<file path="config.mk">
export PLATFORM = sky130hd
export DESIGN_NAME = cprc_color
export DESIGN_NICKNAME = d
export VERILOG_FILES = /design/src/rtl/core/cprc_pkg.sv /design/src/rtl/core/cprc_color.sv
export SDC_FILE = /design/constraint.sdc
export NUM_CORES = 1
export LEC_CHECK = 0
export ABC_CLOCK_PERIOD_IN_PS = 25500
export BUFFER_PORTS_ARGS = -buffer_cell sky130_fd_sc_hd__buf_2
export CAP_MARGIN = 20
export CORE_ASPECT_RATIO = 1.4
export CORE_MARGIN = 2
export CORE_UTILIZATION = 35
export DETAILED_ROUTE_END_ITERATION = 6
export SLEW_MARGIN = 10
export SYNTH_ARGS = -nofsm -noshare
export SYNTH_HDL_FRONTEND = slang
export SYNTH_SLANG_ARGS = --single-unit
</file>
<file path="constraint.sdc">
create_clock -name vclk -period 25.5
set_input_delay 5.1 -clock vclk [all_inputs]
set_output_delay 5.1 -clock vclk [all_outputs]
set_load 0.005 [all_outputs]
</file>
<file path="src/rtl/core/cprc_pkg.sv">
// shared types, codes and constants for the camera pixel to rgb converter
package cprc_pkg;

   localparam int MAX_WIDTH_DEF = 2048;
   localparam int MAX_HEIGHT    = 4096;
   localparam int FWIDTH_W      = 12;
   localparam int HEIGHT_W      = 13;
   localparam int LINE_W        = 12;
   localparam int CSR_IDX_W     = 2;
   localparam int CSR_DATA_W    = 13;
   localparam int ACC_W         = 20;

   typedef logic [2:0] src_fmt_type;
   localparam src_fmt_type SRC_BGR24  = 3'd0;
   localparam src_fmt_type SRC_RGB24  = 3'd1;
   localparam src_fmt_type SRC_BGR32  = 3'd2;
   localparam src_fmt_type SRC_RGB32  = 3'd3;
   localparam src_fmt_type SRC_YUV420 = 3'd4;

   typedef logic [1:0] out_order_type;
   localparam out_order_type ORD_RGB24 = 2'd0;
   localparam out_order_type ORD_BGR24 = 2'd1;
   localparam out_order_type ORD_RGB32 = 2'd2;
   localparam out_order_type ORD_BGR32 = 2'd3;

   typedef logic [CSR_IDX_W-1:0] csr_idx_type;
   localparam csr_idx_type CSR_SOURCE_FORMAT = 2'd0;
   localparam csr_idx_type CSR_OUTPUT_ORDER  = 2'd1;
   localparam csr_idx_type CSR_FRAME_WIDTH   = 2'd2;
   localparam csr_idx_type CSR_FRAME_HEIGHT  = 2'd3;

   localparam src_fmt_type          RST_SOURCE_FORMAT = SRC_BGR24;
   localparam out_order_type        RST_OUTPUT_ORDER  = ORD_BGR24;
   localparam logic [FWIDTH_W-1:0]  RST_FRAME_WIDTH   = 12'd640;
   localparam logic [HEIGHT_W-1:0]  RST_FRAME_HEIGHT  = 13'd480;

   localparam logic [2:0] BYTES_24 = 3'd3;
   localparam logic [2:0] BYTES_32 = 3'd4;

   // 8.8 fixed-point coefficients
   localparam logic signed [ACC_W-1:0] K_RV = 20'sd359;
   localparam logic signed [ACC_W-1:0] K_GU = 20'sd88;
   localparam logic signed [ACC_W-1:0] K_GV = 20'sd183;
   localparam logic signed [ACC_W-1:0] K_BU = 20'sd454;
   localparam logic signed [8:0]       CHROMA_BIAS = 9'sd128;
   localparam logic signed [ACC_W-1:0] CH_MAX = 20'sd255;

   typedef struct packed {
      src_fmt_type           source_format;
      out_order_type         output_order;
      logic [FWIDTH_W-1:0]   frame_width;
      logic [HEIGHT_W-1:0]   frame_height;
   } cfg_type;

   typedef struct packed {
      logic eol;
      logic eof;
   } pos_type;

endpackage

</file>
<file path="src/rtl/core/cprc_color.sv">
// color conversion, channel clamp and output byte ordering
module cprc_color (
   input  logic              [7:0] comp0,
   input  logic              [7:0] comp1,
   input  logic              [7:0] comp2,
   input  logic             [15:0] chroma,
   input  cprc_pkg::cfg_type       cfg,
   output logic              [7:0] out_byte0,
   output logic              [7:0] out_byte1,
   output logic              [7:0] out_byte2,
   output logic              [7:0] out_byte3,
   output logic              [2:0] byte_count
);
   import cprc_pkg::*;

   function automatic logic [7:0] clamp_channel(input logic signed [ACC_W-1:0] acc);
      logic signed [ACC_W-1:0] q;
      q = acc >>> 8;
      if (q < 0) begin
         return 8'd0;
      end else if (q > CH_MAX) begin
         return 8'd255;
      end
      return q[7:0];
   endfunction

   logic signed [8:0]       u_s, v_s;
   logic signed [ACC_W-1:0] y_term, u_ext, v_ext;
   logic signed [ACC_W-1:0] r_acc, g_acc, b_acc;
   logic [7:0]              r, g, b;

   assign u_s    = $signed({1'b0, chroma[15:8]}) - CHROMA_BIAS;
   assign v_s    = $signed({1'b0, chroma[7:0]}) - CHROMA_BIAS;
   assign y_term = $signed({4'b0000, comp0, 8'h00});
   assign u_ext  = {{(ACC_W-9){u_s[8]}}, u_s};
   assign v_ext  = {{(ACC_W-9){v_s[8]}}, v_s};
   assign r_acc  = y_term + v_ext * K_RV;
   assign g_acc  = y_term - u_ext * K_GU - v_ext * K_GV;
   assign b_acc  = y_term + u_ext * K_BU;

   always_comb begin
      unique case (cfg.source_format)
         SRC_YUV420: begin
            r = clamp_channel(r_acc);
            g = clamp_channel(g_acc);
            b = clamp_channel(b_acc);
         end
         SRC_RGB24, SRC_RGB32: begin
            r = comp0;
            g = comp1;
            b = comp2;
         end
         SRC_BGR24, SRC_BGR32: begin
            b = comp0;
            g = comp1;
            r = comp2;
         end
         // unused codes behave as bgr24
         default: begin
            b = comp0;
            g = comp1;
            r = comp2;
         end
      endcase
   end

   always_comb begin
      unique case (cfg.output_order)
         ORD_RGB24, ORD_RGB32: begin
            out_byte0 = r;
            out_byte2 = b;
         end
         default: begin
            out_byte0 = b;
            out_byte2 = r;
         end
      endcase
      out_byte1  = g;
      out_byte3  = 8'd0;
      byte_count = (cfg.output_order == ORD_RGB32 || cfg.output_order == ORD_BGR32)
                   ? BYTES_32 : BYTES_24;
   end

endmodule

</file>
==> metrics.md <==
| Metric | Value |
|---|---|
| Seq pwr share | `0%` |
| Leakage Power | `around 4.1 nW` |
| Post-CTS Setup Repair Bufs | `0` |
| Gr ovfl total | `0` |
| Fmax | `between 50 and 60 MHz` |
| Internal power | `418.5 uW` |
| Routed met1 length | `approximately 8000 um` |
| Largest net degree at the start of global routing | `28` |
| Vias in the first global route | `roughly 6,600` |
| WL per Instance | `15.84 um` |
| Worst setup margin | `between 8 and 9 ns` |
| Rel. slew slack | `between 30% and 40%` |
| Worst Hold Class | `in -> out` |
| NetSw | `between 500 and 600 uW` |
| DRT Pass-1 Iters | `5` |
| Hold Fails Final Rpt | `0` |
| Synth-to-Final Area Change | `7.526%` |
| PnR Total Power | `around 940 uW` |
| Port Buf Inserts | `slightly above 70` |
| Via/cell ratio | `5.328` |
| Yosys cell types | `slightly above 70` |
| Setup-failing EPs final | `0` |
| IO Count | `105` |
| Worst Hold Depth | `2` |
| Setup TNS | `0 ns` |
| Slew Limit Fails | `0` |
| DR WL met3 | `624 um` |
| DRC Markers | `0` |
| FFs & Latches | `0` |
| Worst Setup End Kind | `output pin` |
| Fin cells | `1,216` |
| DIE WIDTH | `128.4 um` |
| Final Net Count | `1,287` |
| WL met2 | `a little over 10,000 um` |
| CP Data Required Time | `20.40 ns` |
| Cell taking the most area after synthesis | `ha_1` |
| Post-CTS sizing | `0` |
| Pwr Density | `~120 mW/mm^2` |
| Maximum fanout along the worst path | `21` |
| Worst Setup Start Kind | `input pin` |
| Top-area cell type share of the netlist area | `28.06%` |
| Initial DRC count | `261` |
| Commonest non-fill, non-tap cell in the layout | `inv_1` |
| Actual slew at the worst max-slew pin | `0.9322 ns` |
| Crit path time final | `16.95 ns` |
| Syn. warnings | `0` |
| Site row count | `63` |
| Max_cap viols | `0` |
| Initial Util | `a little over a third` |
| Core footprint | `about 0.021 mm^2` |
| Top Metal Used | `met4` |
| Final core utilization | `38.44%` |
| Fin crit share | `around two thirds` |
| Total routing usage reported by global routing | `between 10% and 20%` |
| First-pass GRT wire length | `about 32,000 um` |
| Vias after detailed routing | `roughly 6,500` |
| Worst slack, placed | `about 8.6 ns` |
| Clock share of power | `0%` |
| Seq/Total Area, Yosys | `0%` |
| Initial antenna violation count | `0` |
| Detail Route Antenna Nets | `0` |
| Wirelength, routed | `approximately 19,000 um` |
| Avg Cell Area, Syn | `~8.4 um^2` |
| FF+latch area | `0 um^2` |
| Clock Buffer Count | `0` |
| Mapped Cells | `about 910` |
| RD Place Congestion | `0.8780` |
| Netlist Area Pre-Place | `around 0.0076 mm^2` |
| CP arrival | `11.85 ns` |
| Hold-fix buffers, CTS | `0` |
| Unrepaired setup endpoints after global routing | `no` |
| Commonest non-fill, non-tap cells in the layout | `188 x inv_1, 170 x ha_1, 89 x fa_1` |
| Die ar. | `0.02287 mm^2` |
| Critical path type | `in -> out` |
| Power share of the combinational group | `100.0%` |
| Detailed placement HPWL | `about 17,000 um` |
| Status | `finished, final reports clean` |
| Share of cells above drive strength 1 | `between 9 and 10%` |
| Switching Share | `approximately 56%` |
| Die height | `approximately 180 um` |
| Maximum vdd drop | `around 100 uV` |
| Diode count | `0` |
| Ranking of synthesized cells by area | `ha_1 28%, fa_1 24%, inv_1 9.3%` |
| Dpl cells | `about 1,200` |
## synth_stat cells, drive strengths merged (9+ instances only)
master    n
fa       89
nand3    18
o31ai    11
clkbuf   14
xor2     14
o221a    10
nor2     32
buf      16
a211oi   12
xnor2    36
nand2b   10
o21ai    28
inv     188
nand2    32
a21o     14
nor3     25
ha      170
a21oi    50
and3      9
## metrics by stage
stage | cell area (um^2) | hold WS, ns
detailed placement | 8152 | 10.38
CTS | 8152 | 10.38
global placement | 8152 | 10.38
floorplan | 7607 | 10.23
global route | 8152 | 10.39
finish | 8152 | 10.38
## layout make-up
cell class	instances	area, um^2
Fill cell	2222	13050
Inverter	189	709.4
Multi-Input combinational cell	693	6741
Tap cell	260	325.3
Timing Repair Buffer	74	375.4
## final timing paths
| check | startpoint | end | slack (ns) |
|---|---|---|---|
| setup / recovery | chroma[15] | out_byte2[3] | 8.55 |
| hold / removal | cfg[26] | byte_count[2] | 10.38 |
## metal layers
metal  vias up  track usage (%)
met5         -                0
met4         0            3.984
met3        26           0.8398
met2       135            33.53
met1      3117            20.46
li1       3201                -
## cell families (layout without fill, tap and decap cells)
group / count (synthesis) / in the layout / synth area share [%]
other: 1 / 8 / 0.04947
AO/OA/AOI/OAI: 206 / 206 / 19.48
adder cells (fa/ha/maj): 259 / 259 / 51.56
XOR/XNOR: 50 / 50 / 5.777
buffers and inverters: 219 / 263 / 11.45
multiplexers: 3 / 3 / 0.3961
AND/OR/NAND/NOR: 167 / 167 / 11.29
## critical path, stage by stage
cell and delay (ns):
buf_2 0.41, inv_1 0.30, ha_1 0.38, inv_1 0.05
ha_1 0.33, inv_1 0.07, fa_1 0.48, fa_1 0.52
inv_1 0.04, ha_1 0.30, o21ai_1 0.12, a221oi_4 0.38
nor2_1 0.10, nor2b_1 0.21, nand2_1 0.08, nand2_1 0.10
xor2_1 0.18, ha_1 0.31, a2111oi_0 0.42, o21a_1 0.17
nor3_1 0.08, a211oi_1 0.28, mux2i_1 0.13, o32a_1 0.53
o311ai_1 0.48, nor3_1 0.12, buf_2 0.17
## power by group through the flow
stage / Combinational (mW) / Sequential [mW] / Clock (mW)
final: 0.941 / 0 / 0
after global routing: 1.08 / 0 / 0
after CTS: 0.959 / 0 / 0
after detailed placement: 0.952 / 0 / 0
after global placement: 0.943 / 0 / 0
after floorplan: 0.756 / 0 / 0
Note: power is estimated with default switching activity, not from simulation.
