[config.mk]
export PLATFORM = sky130hd
export DESIGN_NAME = cprc_csr
export DESIGN_NICKNAME = d
export VERILOG_FILES = /design/src/rtl/core/cprc_pkg.sv /design/src/rtl/core/cprc_csr.sv
export SDC_FILE = /design/constraint.sdc
export NUM_CORES = 1
export LEC_CHECK = 0
export BUFFER_PORTS_ARGS = -buffer_cell sky130_fd_sc_hd__buf_4
export CAP_MARGIN = 10
export CELL_PAD_IN_SITES_DETAIL_PLACEMENT = 0
export CELL_PAD_IN_SITES_GLOBAL_PLACEMENT = 1
export CORE_MARGIN = 5
export CORE_UTILIZATION = 31
export CTS_BUF_LIST = sky130_fd_sc_hd__clkbuf_16
export DETAILED_ROUTE_END_ITERATION = 10
export GPL_TIMING_DRIVEN = 0
export PLACE_DENSITY_LB_ADDON = 0.1
export SLEW_MARGIN = 0
export SYNTH_ARGS = -nofsm -noshare
export SYNTH_HDL_FRONTEND = slang
export SYNTH_SLANG_ARGS = --single-unit
[constraint.sdc]
create_clock -name clock -period 0.85 [get_ports clock]
set_input_delay 0.17 -clock clock [delete_from_list [all_inputs] [get_ports clock]]
set_output_delay 0.17 -clock clock [all_outputs]
set_load 0.02 [all_outputs]
[src/rtl/core/cprc_pkg.sv]
// shared types, codes and constants for the camera pixel to rgb converter
package cprc_pkg;

   localparam int MAX_WIDTH_DEF = 2048;
   localparam int MAX_HEIGHT    = 4096;
   localparam int FWIDTH_W      = 12;
   localparam int HEIGHT_W      = 13;
   localparam int LINE_W        = 12;
   localparam int CSR_IDX_W     = 2;
   localparam int CSR_DATA_W    = 13;
   localparam int ACC_W         = 20;

   typedef logic [2:0] src_fmt_type;
   localparam src_fmt_type SRC_BGR24  = 3'd0;
   localparam src_fmt_type SRC_RGB24  = 3'd1;
   localparam src_fmt_type SRC_BGR32  = 3'd2;
   localparam src_fmt_type SRC_RGB32  = 3'd3;
   localparam src_fmt_type SRC_YUV420 = 3'd4;

   typedef logic [1:0] out_order_type;
   localparam out_order_type ORD_RGB24 = 2'd0;
   localparam out_order_type ORD_BGR24 = 2'd1;
   localparam out_order_type ORD_RGB32 = 2'd2;
   localparam out_order_type ORD_BGR32 = 2'd3;

   typedef logic [CSR_IDX_W-1:0] csr_idx_type;
   localparam csr_idx_type CSR_SOURCE_FORMAT = 2'd0;
   localparam csr_idx_type CSR_OUTPUT_ORDER  = 2'd1;
   localparam csr_idx_type CSR_FRAME_WIDTH   = 2'd2;
   localparam csr_idx_type CSR_FRAME_HEIGHT  = 2'd3;

   localparam src_fmt_type          RST_SOURCE_FORMAT = SRC_BGR24;
   localparam out_order_type        RST_OUTPUT_ORDER  = ORD_BGR24;
   localparam logic [FWIDTH_W-1:0]  RST_FRAME_WIDTH   = 12'd640;
   localparam logic [HEIGHT_W-1:0]  RST_FRAME_HEIGHT  = 13'd480;

   localparam logic [2:0] BYTES_24 = 3'd3;
   localparam logic [2:0] BYTES_32 = 3'd4;

   // 8.8 fixed-point coefficients
   localparam logic signed [ACC_W-1:0] K_RV = 20'sd359;
   localparam logic signed [ACC_W-1:0] K_GU = 20'sd88;
   localparam logic signed [ACC_W-1:0] K_GV = 20'sd183;
   localparam logic signed [ACC_W-1:0] K_BU = 20'sd454;
   localparam logic signed [8:0]       CHROMA_BIAS = 9'sd128;
   localparam logic signed [ACC_W-1:0] CH_MAX = 20'sd255;

   typedef struct packed {
      src_fmt_type           source_format;
      out_order_type         output_order;
      logic [FWIDTH_W-1:0]   frame_width;
      logic [HEIGHT_W-1:0]   frame_height;
   } cfg_type;

   typedef struct packed {
      logic eol;
      logic eof;
   } pos_type;

endpackage

[src/rtl/core/cprc_csr.sv]
// configuration registers of the converter
module cprc_csr (
   input  logic                            clock,
   input  logic                            reset,
   input  logic                            csr_valid,
   output logic                            csr_ready,
   input  cprc_pkg::csr_idx_type           csr_index,
   input  logic [cprc_pkg::CSR_DATA_W-1:0] csr_wdata,
   output cprc_pkg::cfg_type               cfg
);
   import cprc_pkg::*;

   cfg_type cfg_ff;
   cfg_type cfg_in;

   assign csr_ready = 1'b1;
   assign cfg       = cfg_ff;

   always_comb begin
      cfg_in = cfg_ff;
      if (csr_valid) begin
         unique case (csr_index)
            CSR_SOURCE_FORMAT: cfg_in.source_format = csr_wdata[2:0];
            CSR_OUTPUT_ORDER:  cfg_in.output_order  = csr_wdata[1:0];
            CSR_FRAME_WIDTH:   cfg_in.frame_width   = csr_wdata[FWIDTH_W-1:0];
            CSR_FRAME_HEIGHT:  cfg_in.frame_height  = csr_wdata[HEIGHT_W-1:0];
            default:           cfg_in = cfg_ff;
         endcase
      end
   end

   always_ff @(posedge clock) begin
      if (reset) begin
         cfg_ff.source_format <= RST_SOURCE_FORMAT;
         cfg_ff.output_order  <= RST_OUTPUT_ORDER;
         cfg_ff.frame_width   <= RST_FRAME_WIDTH;
         cfg_ff.frame_height  <= RST_FRAME_HEIGHT;
      end else begin
         cfg_ff <= cfg_in;
      end
   end

endmodule

==> results of run 1 <==
[cell type report]
| type | count | area, um^2 |
|---|---|---|
| Clock inverter | 2 | 7.51 |
| Clock buffer | 5 | 125 |
| Tap cell | 50 | 62.6 |
| Fill cell | 392 | 1940 |
| Timing Repair Buffer | 56 | 533 |
| Buffer | 9 | 47.5 |
| Multi-Input combinational cell | 85 | 616 |
| Sequential cell | 30 | 638 |
[power by group]
group | switching, uW | internal (uW)
logic | 209 | 252
clock network | 540 | 1040
registers | 34.7 | 1470
[cell families after synthesis]
family | after synthesis
other | 1
AND/OR/NAND/NOR | 54
flip-flops | 30
buffers and inverters | 9
multiplexers | 30
[worst min path at each step]
stage                   from  endpoint  slack [ns]  cells after the start
6_report        csr_wdata[7]   cfg[20]        0.17                      3
4_1_cts         csr_wdata[8]    cfg[8]        0.17                      3
2_1_floorplan  csr_wdata[12]   cfg[12]        0.33                      2
3_5_place_dp    csr_wdata[0]   cfg[25]        0.45                      3
3_3_place_gp    csr_wdata[7]   cfg[20]        0.44                      3
5_1_grt         csr_wdata[7]   cfg[20]        0.18                      3
[metrics by stage]
| stage | setup slack [ns] | cells | util [%] |
|---|---|---|---|
| final | -0.0462 | 237 | 51.1 |
| after global routing | -0.0687 | 237 | 51.1 |
| after CTS | -0.0546 | 234 | 50.5 |
| after detailed placement | -0.417 | 220 | 42.0 |
| after global placement | -0.372 | 220 | 42.0 |
| after floorplan | -0.0389 | 124 | - |
[routing by layer]
metal	vias up	GRT usage, %	share of wire, %
met1	492	14.9	43
met5	-	0	0
met4	0	4.23	1.4
li1	530	-	-
met3	5	6.02	7.1
met2	28	20.4	49
[placed cells by master (no fill, tap or decap)]
cell type  netlist  layout
mux2i_1         30      30
and3_1           1       1
inv_1            0       2
nor2_1          13      13
nand3b_1         2       2
clkbuf_1         4       2
clkbuf_16        0       5
buf_4            1      27
nand3_1          1       1
clkbuf_4         0       1
and3b_1          1       1
buf_6            0      30
nand2b_1        35      35
conb_1           1       1
buf_2            4       3
or3b_1           1       1
dfxtp_2          0      30
clkbuf_2         0       2
[tightest hold or removal path: stages]
cell	delay, ns
buf_4	0.08
nor2_1	0.04
mux2i_1	0.10
[repair_timing]
action / CTS / global route
pin swaps: 0 / 0
cloned: 0 / 0
setup buffers: 7 / 3
endpoints found under the setup margin: 39 / 38
resized for setup: 62 / 1
==> results.py, run 1 <==
metrics = {
    "timing": {
        "grt_setup_unrepaired": "yes",
        "fmax_mhz": 1120,
        "min_period_ns": 0.896,
        "fin_ws_ns": -0.0462,
        "report.final.slew_viol_count": 0,
        "finalClockSkew_ns": 0,
        "layout_worst_path_cycle_share_pct": 105,
        "setup_violations": 30,
        "finalHoldViolCount": 0,
        "whs_ns": 0.165,
        "finalSetupTns_ns": -0.879,
    },
    "clock_tree": {
        "clk_latency_ns": 0.27,
        "cts.clk_slew.worst_paths_ns": 0.05,
        "cts_max_level": 2,
        "root_buffer": "clkbuf_16",
        "numCtsBuffers": 5,
        "cts_buffer_depth": 2,
        "cts_sinks": 30,
        "cts_tree": "done",
        "cts_hold_buf": 0,
    },
    "synth": {
        "synth_simple_gate_area_share_pct": 24.8,
        "ys_seq_area_share_pct": 47.7,
        "synthTopCellsByCount": "35 x nand2b_1, 30 x dfxtp_1, 30 x mux2i_1",
        "synth_top_area_cell": "dfxtp_1",
        "synth-xor-area-share_pct": 0,
        "ys.flop_type": "dfxtp_1",
        "synth_cells": 124,
        "synth_seq_cells": 30,
        "syn_area_mm2": 0.00126,
        "synth-compound-area-share_pct": 0,
        "ys_warn_count": 0,
        "synth_edf_count": 0,
        "syn_avg_cell_area_um2": 10.2,
        "synth_top_family_by_area": "simple AND/OR/NAND/NOR gates",
        "async_flop_share_pct": 0,
        "ys_types": 13,
        "syn-num-nets": 142,
        "synthMostInstantiatedCell": "nand2b_1",
        "yosysTopAreaCellShare_pct": 47.7,
        "yosys.area_share.adder_pct": 0,
        "synth_area_leaders": "dfxtp_1 48%, mux2i_1 24%, nand2b_1 17%, nor2_1 3.9%, buf_2 1.6%",
        "synthMuxAreaShare_pct": 23.9,
    },
    "pwr": {
        "cellLeakagePower_uw": 0.000933,
        "power_uw": 3550,
        "p_per_area_mw_per_mm2": 1750,
        "vdd_ir_drop_max_v": 0.00133,
    },
    "run_status": {
        "status": "finished, violations left",
        "violations": "negative setup slack",
    },
    "detailed_routing": {
        "wl_per_cell_um": 13.4,
        "wirelength_mm": 3.17,
        "vias_per_cell": 4.45,
        "drc": 0,
        "drtIter0Drc": 40,
        "routed-via-count": 1055,
        "antenna_left": 0,
        "firstDrtPassIters": 2,
    },
    "placed_design": {
        "placed_area_mm2": 0.00167,
        "gp_congestion": 0.670,
        "dpl.hpwl_mm": 2.29,
        "portBuffers": 46,
    },
    "critical_path": {
        "timing.rr.end": "cfg[24]",
        "start_kind": "register",
        "criticalPathCategory": "reg2out",
        "crit_start": "cfg[4]",
        "rr_worst_depth": 4,
        "cp_slowest_stage_delay_ns": 0.34,
        "crit_family": "flip-flops",
        "end_kind": "primary output",
        "required_ns": 0.68,
        "worstReg2RegStart": "cfg[24]",
        "path_max_fanout": 2,
        "cp.buffers_inverters": 1,
        "endpoint": "cfg[4]",
        "cp_cell_sequence": "buf_6",
        "r2r_slack_ns": 0.06,
        "crit_path_top_delay_cell": "dfxtp_2",
        "cp.depth": 1,
        "worstPathArrival_ns": 0.73,
    },
    "floorplanning": {
        "initial_core_util_pct": 31.7,
        "io_pins": 49,
        "core_mm2": 0.00397,
        "rows": 23,
        "die_h_um": 73.7,
        "die_w_um": 73.7,
        "dieArea_mm2": 0.00543,
    },
    "worst_hold_path": {
        "hp-class": "in2reg",
    },
    "layout": {
        "largest_register_ffs": 30,
        "diodes": 0,
        "syn2layout_area_growth_pct": 61.2,
        "layout.nets": 205,
        "fin_area_mm2": 0.00203,
        "layout-drive-gt1-share_pct": 52.4,
    },
    "global_routing": {
        "grt_max_degree": 11,
        "grt_use_total_pct": 12.7,
        "grt.overflow.total": 0,
        "grt_pass1_vias": 1040,
        "antenna_found_initial": 0,
        "grt_pass1_wl_mm": 5.00,
    },
    "flow_run": {
        "cap_violations": 0,
    },
}
No activity file was read; power rests on OpenSTA's default activity.
==> run 2, diff against run 1 <==
- CORE_MARGIN: 5 -> 1
==> run 2 against run 1 <==
Compared with the run above: the run still ends with negative setup slack left; clock power about the same; combinational power up 1%; final cell count unchanged; power grew 0.25%; clock skew unchanged; register-to-register slack about the same; clock-buffer cell count stayed put; final area rose by 0.62%; routed wire length down 4.3%; non-clock buffer count grew 2; setup slack improved by 0.0096 ns; maximum frequency is 1.1% higher; largest power group unchanged.
==> results.py, run 2 (same netlist as run 1, synthesis figures left out) <==
metrics = {
    "run_status": {
        "status": "finished, violations left",
        "violations": "negative setup slack",
    },
    "critical_path": {
        "worstPathArrival_ns": 0.72,
        "cp_cell_sequence": "buf_6",
        "end_kind": "primary output",
        "cp.buffers_inverters": 1,
        "required_ns": 0.68,
        "start_kind": "register",
        "cp_slowest_stage_delay_ns": 0.34,
        "crit_path_top_delay_cell": "dfxtp_2",
        "path_max_fanout": 2,
        "crit_family": "flip-flops",
        "criticalPathCategory": "reg2out",
    },
    "timing": {
        "setup_violations": 30,
        "layout_worst_path_cycle_share_pct": 104,
        "tightestPinTransition_ns": 0.510,
        "fmax_mhz": 1130,
        "finalClockSkew_ns": 0,
        "whs_ns": 0.166,
        "finalSetupTns_ns": -0.800,
        "fin_ws_ns": -0.0365,
        "slew_headroom_pct": 66.0,
        "report.final.slew_viol_count": 0,
        "min_period_ns": 0.887,
        "finalHoldViolCount": 0,
        "grt_setup_unrepaired": "yes",
    },
    "pwr": {
        "cellLeakagePower_uw": 0.000943,
        "vdd_ir_drop_max_v": 0.000950,
        "p_per_area_mw_per_mm2": 1740,
        "power_uw": 3550,
    },
    "clock_tree": {
        "cts_sinks": 30,
        "cts_buffer_depth": 2,
        "numCtsBuffers": 5,
        "cts_hold_buf": 0,
        "cts.clk_slew.worst_paths_ns": 0.05,
        "root_buffer": "clkbuf_16",
        "clk_latency_ns": 0.26,
        "cts_tree": "done",
        "cts_max_level": 2,
    },
    "layout": {
        "syn2layout_area_growth_pct": 62.2,
        "final_cell_mix": "35 x nand2b_1, 30 x buf_4, 30 x mux2i_1, 30 x dfxtp_2, 30 x buf_6",
        "largest_register_ffs": 30,
        "final_cells": 237,
        "layout.nets": 207,
        "fin_area_mm2": 0.00204,
        "diodes": 0,
        "layout-drive-gt1-share_pct": 52.9,
        "layout.cells.most_common": "nand2b_1",
    },
    "detailed_routing": {
        "routed-via-count": 1049,
        "drt-met1-wl_mm": 1.33,
        "drtIter0Drc": 24,
        "antenna_left": 0,
        "wl_per_cell_um": 12.8,
        "wirelength_mm": 3.03,
        "dr_wl_met2_mm": 1.46,
        "vias_per_cell": 4.43,
        "routed.top_layer": "met4",
        "firstDrtPassIters": 4,
        "drc": 0,
        "met3_length_um": 204,
    },
    "floorplanning": {
        "die_h_um": 65.7,
        "rows": 22,
        "die_w_um": 65.7,
        "io_pins": 49,
        "dieArea_mm2": 0.00432,
        "core_mm2": 0.00377,
        "initial_core_util_pct": 33.4,
    },
    "global_routing": {
        "grt_use_total_pct": 15.6,
        "grt_pass1_vias": 1070,
        "grt_pass1_wl_mm": 4.89,
        "antenna_found_initial": 0,
        "grt_max_degree": 11,
        "grt.overflow.total": 0,
    },
    "placed_design": {
        "dpl.hpwl_mm": 2.01,
        "placedCellCount": 218,
        "portBuffers": 46,
        "placed_area_mm2": 0.00166,
        "gp_congestion": 0.677,
    },
    "worst_hold_path": {
        "hp-class": "in2reg",
    },
    "flow_run": {
        "cap_violations": 0,
    },
}
==> run 2: cell count changes in the layout (fill, tap and decap cells not counted) <==
cell      delta
buf_4        +3
clkbuf_4     -1
==> run 2: report_power, final <==
part	total, uW	switching (uW)	internal (uW)
clock network	1580	544	1040
registers	1500	34.2	1470
logic	466	210	256
==> run 2: worst reg2reg max path, stage by stage, from the launching register on <==
cell and delay, ns:
dfxtp_2 0.32, buf_4 0.12, buf_4 0.12, nand2b_1 0.06, mux2i_1 0.05
==> run 2: path summary, 6_finish.rpt <==
| kind | endpoint | start | slack (ns) | cells after the start |
|---|---|---|---|---|
| worst min register to register | cfg[16] | cfg[16] | 0.47 | 2 |
| worst max register to register | cfg[12] | cfg[12] | 0.06 | 4 |
| worst min-delay path | cfg[20] | csr_wdata[7] | 0.17 | 3 |
| worst max-delay path | cfg[0] | cfg[0] | -0.04 | 1 |
==> run 2: metrics by stage <==
| stage | utilization [%] | setup WS (ns) |
|---|---|---|
| after floorplan | - | -0.0389 |
| after global placement | 44.1 | -0.366 |
| after detailed placement | 44.1 | -0.403 |
| after CTS | 52.9 | -0.0467 |
| after global routing | 54.1 | -0.0656 |
| final | 54.1 | -0.0365 |
==> run 2: cell type report <==
type                            count  area (um^2)
Clock inverter                      2         7.51
Multi-Input combinational cell     85          616
Sequential cell                    30          638
Clock buffer                        5          125
Buffer                              9         47.5
Tap cell                           48         60.1
Timing Repair Buffer               58          548
Fill cell                         370         1730
==> run 2: per-layer routing <==
layer	track usage [%]	up-vias
met1	18.1	480
li1	-	532
met5	0	-
met2	25.1	33
met4	6.52	0
met3	6.42	4
==> run 2: repair_timing <==
action,in CTS,in global routing
buffers inserted,6,6
setup endpoints to repair,39,39
resized for setup,62,2
